--- config.mk ---
export PLATFORM = sky130hd
export DESIGN_NAME = fbsa_controller
export DESIGN_NICKNAME = d
export VERILOG_FILES = /design/src/hdl/fbsa_pkg.sv /design/src/hdl/fbsa_controller.sv
export SDC_FILE = /design/constraint.sdc
export NUM_CORES = 1
export LEC_CHECK = 0
export BUFFER_PORTS_ARGS = -buffer_cell sky130_fd_sc_hd__buf_2
export CAP_MARGIN = 0
export CORE_AREA = 2 2 39 41
export CTS_CLUSTER_DIAMETER = 150
export DETAILED_ROUTE_END_ITERATION = 8
export DIE_AREA = 0 0 41 43
export PLACE_DENSITY = 0.38
export SYNTH_ARGS = -nofsm -noshare
export SYNTH_HDL_FRONTEND = slang
export SYNTH_SLANG_ARGS = --single-unit
--- constraint.sdc ---
create_clock -name clock -period 1.1 [get_ports clock]
set_clock_uncertainty 0.1 [all_clocks]
set_input_delay 0.165 -clock clock [delete_from_list [all_inputs] [get_ports clock]]
set_output_delay 0.165 -clock clock [all_outputs]
set_load 0.01 [all_outputs]
--- src/hdl/fbsa_pkg.sv ---
// ----------------------------------------------------------------------------
// Fixed block allocator package
// Shared widths, codes, defaults and controller/datapath types.
// ----------------------------------------------------------------------------
package fbsa_pkg;

   localparam int BLOCK_COUNT_DEF = 1024;
   localparam int BLOCK_BYTES_DEF = 4096;

   localparam int CMD_W      = 2;
   localparam int SIZE_W     = 32;
   localparam int OFFSET_W   = 22;
   localparam int BYTES_W    = 23;
   localparam int RESERVED_W = 11;
   localparam int STATUS_W   = 2;

   localparam logic [RESERVED_W-1:0] RESERVED_RESET = RESERVED_W'(3);

   localparam logic [CMD_W-1:0] CMD_INIT  = 2'd0;
   localparam logic [CMD_W-1:0] CMD_ALLOC = 2'd1;
   localparam logic [CMD_W-1:0] CMD_FREE  = 2'd2;
   localparam logic [CMD_W-1:0] CMD_INFO  = 2'd3;

   localparam logic [STATUS_W-1:0] ST_OK        = 2'd0;
   localparam logic [STATUS_W-1:0] ST_REFUSED   = 2'd1;
   localparam logic [STATUS_W-1:0] ST_UNDERFLOW = 2'd2;

   typedef struct packed {
      logic capture;
      logic init_clear;
      logic init_write;
      logic init_finish;
      logic commit;
   } fbsa_cmd_type;

   typedef struct packed {
      logic [CMD_W-1:0] req_command;
      logic             init_last;
      logic             out_free;
   } fbsa_stat_type;

endpackage

--- src/hdl/fbsa_controller.sv ---
// ----------------------------------------------------------------------------
// Fixed block allocator controller
// Sequences request capture, the init walk and the result commit.
// ----------------------------------------------------------------------------
module fbsa_controller (
   input  logic                    clock,
   input  logic                    reset,
   input  logic                    req_valid,
   output logic                    req_ready,
   input  fbsa_pkg::fbsa_stat_type stat,
   output fbsa_pkg::fbsa_cmd_type  cmd
);
   import fbsa_pkg::*;

   localparam logic [1:0] S_IDLE = 2'd0;
   localparam logic [1:0] S_INIT = 2'd1;
   localparam logic [1:0] S_EXEC = 2'd2;

   logic [1:0] state_ff, state_in;

   always_comb begin
      state_in  = state_ff;
      req_ready = 1'b0;
      cmd       = '0;
      case (state_ff)
         S_IDLE: begin
            req_ready = 1'b1;
            if (req_valid) begin
               cmd.capture = 1'b1;
               if (stat.req_command == CMD_INIT) begin
                  cmd.init_clear = 1'b1;
                  state_in       = S_INIT;
               end else begin
                  state_in = S_EXEC;
               end
            end
         end
         S_INIT: begin
            cmd.init_write = 1'b1;
            if (stat.init_last) begin
               cmd.init_finish = 1'b1;
               state_in        = S_EXEC;
            end
         end
         S_EXEC: begin
            if (stat.out_free) begin
               cmd.commit = 1'b1;
               state_in   = S_IDLE;
            end
         end
         default: begin
            state_in = S_IDLE;
         end
      endcase
   end

   always_ff @(posedge clock) begin
      if (reset) begin
         state_ff <= S_IDLE;
      end else begin
         state_ff <= state_in;
      end
   end

endmodule

Word level (Yosys, flattened, before mapping)
Cells that the tools add are included.
{"block": "totals", "ff_bits": 2, "latchBits": 0, "ram_bits": 0, "mem_bits_ro": 0, "input_bits": 7, "wordCells": 22, "memories": 0}
{"block": "classes", "addsub": 0, "n_mul": 0, "div": 0, "n_lt_le_gt_ge": 0, "eq_ne": 5, "shift": 0, "mux": 13, "n_bitwise": 0, "reduce_logical": 3}
{"op": "2-bit 2-to-1 mux", "count": 7}
{"op": "2-bit != test (second input constant)", "count": 3}
{"op": "2-bit case mux with 3 select lines", "count": 1}
{"op": "1-bit 2-to-1 mux", "count": 5}
{"op": "2-bit logical NOT", "count": 2}
{"op": "3-bit AND reduction", "count": 1}
{"op": "2-bit by 1-bit equality test with 1-bit output (second input constant)", "count": 1}
{"op": "2-bit equality test (second input constant)", "count": 1}

Logic depth before layout (Yosys ltp)
{"block": "logic_depth", "word_depth": 4, "mapped_depth": 3, "ltp_nobuf": 3}

Worst setup path before layout
No wires, ideal clock.
{"block": "synth_path", "path_kind": "register -> output", "from": "register state_ff[1]", "to": "output port cmd[3] (netlist name)", "t_arrival_ps": 987, "t_required_ps": 835, "setup_slack_ps": -152, "stages_incl_launch_ff": 3, "n_path_buf": 0, "path_cell_list": "dfxtp_1 -> nor3b_2 -> nor3b_1"}
{"item": "start, declared", "line_no": "fbsa_controller.sv:19", "source": "logic [1:0] state_ff, state_in;"}
{"item": "start signal, assigned", "line_no": "fbsa_controller.sv:61", "source": "state_ff <= state_in;"}
{"item": "end, declared", "line_no": "fbsa_controller.sv:11", "source": "output fbsa_pkg::fbsa_cmd_type cmd"}

==> metrics.yaml <==
yosysWarnings: 0
initial_core_util_pct: 9.49
path_class: "reg -> out"
fin_util_pct: 24.1
clk_latency_ps: 220
area_growth_pct: 154
hpwl_um: 334
finalNonFillerCells: 54
worst_pin_slew_ps: 271
postRouteAntennaNets: 0
cp.arrival_ps: 1080
vias: 200
viasPerCell: 3.70
drv_slew: 0
crit_fanout: 3
net-switching-power_uw: 83.5
ys.flop_type: "dfxtp_1"
drc: 0
final.min_clock_period_ps: 1340
io_pins: 13
ir_drop_mv: 0.350
status: "finished, violations left"
rsz0062_at_grt: "yes"
post-place-cells: 47
clockBufferDepth: 2
gr-total-overflow: 0
h-tree-depth: 1
start_kind: "flip-flop"
maxCapViolations: 0
syn_avg_cell_area_sq_um: 8.21
worst_slack_ps: -243
p_int_uw: 262
worst_path_largest_cell_delay_ps: 350
wirelength_um: 435
coreArea_sq_mm: 0.00138
fin_crit_sh_pct: 122
worstPathCellList: "nor3b_4 -> nor3b_4 -> buf_2"
die_x_um: 41
end_kind: "primary output"
grt_pass1_vias: 210
synth-seq-cells: 2
hold_violations: 0
synthTopCellsByArea: "dfxtp_1, and3b_1, nor3b_1"
grt_pass1_wl_um: 731
synth_nets: 23
layout-drive-gt1-share_pct: 71.1
hold_path_class: "in -> reg"
synth.cell_area_sq_um: 131
violations: "negative setup slack"
port_buffers: 12
synth_top_area_cell: "dfxtp_1"
pwr-share-comb_pct: 29.3
slew_headroom_pct: 81.7
largest_register_ffs: 2
num_rows: 14
grt_max_degree: 7
clkPwrFrac_pct: 46.2
fp.dieH_um: 43
reg.largest.list: "state_ff x2"
finalNetCount: 47
yosysSeqAreaShare_pct: 30.5
drtIter0Drc: 1
slowest_stage: "dfxtp_4"
avgRoutedWirePerCell_um: 8.06
crit_top_cell: "nor3b_4"
fin_area_sq_um: 334
swShare_pct: 24.2
seq_power_share_pct: 24.5
root_buffer: "clkbuf_4"
drt_first_pass_iters: 2
dieArea_sq_mm: 0.00176
path_clk_slew_ps: 30
p_leak_nw: 0.168
yosysUniqueCellTypes: 11
async_flop_share_pct: 0
power_density_mw_per_mm2: 1030
synthCells: 16
required_ps: 830
top_register: "state_ff"
fmax_mhz: 745
holdWs_ps: 155
numCtsBuffers: 3
tritoncts: "done"
place_ws_ps: -47.6
synth-edff-count: 0
netlist_top_cells_count: "a21oi_1, and3b_1, dfxtp_1, nor2_1, nor3b_1"
antenna_found_initial: 0
postPlaceCellArea_sq_um: 253
routabilityCongestion: 0.574
synth_top_cell_area_share_pct: 30.5
grt_usage_pct: 6.81
num_antenna_cells: 0
cts_sinks: 2
setup_viol: 7
cells in the final DEF (no fill, tap or decap), drive strengths merged:
| cell | instances |
|---|---|
| nor3b | 3 |
| nor4b | 1 |
| nor2 | 2 |
| nor2b | 1 |
| and3b | 2 |
| inv | 1 |
| a21oi | 2 |
| o21ai | 1 |
| clkbuf | 3 |
| buf | 18 |
| nor3 | 1 |
| dlygate4sd3 | 1 |
| dfxtp | 2 |
stage by stage:
stage | TNS, ps | power [mW]
floorplan | -10.9 | 0.119
global route | -1600 | 0.382
CTS | -1270 | 0.348
detailed placement | -47.6 | 0.162
finish | -1100 | 0.345
global placement | -38.8 | 0.162
cell type report:
| type | count | area (sq um) |
|---|---|---|
| fillers | 160 | 1050 |
| repair buffers | 19 | 133 |
| multi-input cells | 13 | 110 |
| flip-flops and latches | 2 | 45.0 |
| clock buffers | 3 | 22.5 |
| well taps | 16 | 20.0 |
| inverters | 1 | 3.75 |
layer usage:
metal | part of all wire [%] | vias up | global-route usage [%]
met5 | 0 | - | 0
met4 | 0 | 0 | 8.00
met3 | 13 | 0 | 3.14
met2 | 48 | 10 | 9.38
met1 | 40 | 87 | 6.39
li1 | - | 103 | -
power groups by stage:
| stage | Sequential [mW] | Combinational (mW) | Clock [mW] |
|---|---|---|---|
| floorplan | 0.0862 | 0.0329 | 0 |
| global placement | 0.0868 | 0.0755 | 0 |
| detailed placement | 0.0863 | 0.0753 | 0 |
| CTS | 0.0834 | 0.0939 | 0.171 |
| global route | 0.0851 | 0.112 | 0.185 |
| finish | 0.0845 | 0.101 | 0.159 |
final timing paths:
| path | startpoint | endpoint | slack (ps) | depth (start not counted) |
|---|---|---|---|---|
| max | state_ff[1]$_SDFFE_PP0P_ | cmd[3] | -240 | 3 |
| min | stat[0] | state_ff[1]$_SDFFE_PP0P_ | 160 | 4 |
| max reg2reg | state_ff[0]$_SDFFE_PP0P_ | state_ff[1]$_SDFFE_PP0P_ | -50 | 5 |
| min reg2reg | state_ff[1]$_SDFFE_PP0P_ | state_ff[0]$_SDFFE_PP0P_ | 430 | 2 |
critical path: cells and delay by family, from the launching register on:
| family | cells | cell delay, ps |
|---|---|---|
| AND/OR/NAND/NOR | 2 | 360 |
| flip-flops | 1 | 350 |
| buffers and inverters | 1 | 150 |
logic make-up (layout without fill, tap and decap cells):
kind of cell,count (synthesis),in the layout,share of synthesized area [%]
buffers and inverters,1,23,2.85
AO/OA/AOI/OAI,3,3,11.4
flip-flops,2,2,30.5
AND/OR/NAND/NOR,10,10,55.2
repair_timing:
action                                  in CTS  in global routing
resized for setup                            3                  5
buffers inserted                             3                  0
endpoints found under the hold margin        1                  0
endpoints found under the setup margin       6                  8
pin swaps                                    1                  0
hold buffers                                 1                  0
No activity file was read; power rests on OpenSTA's default activity.
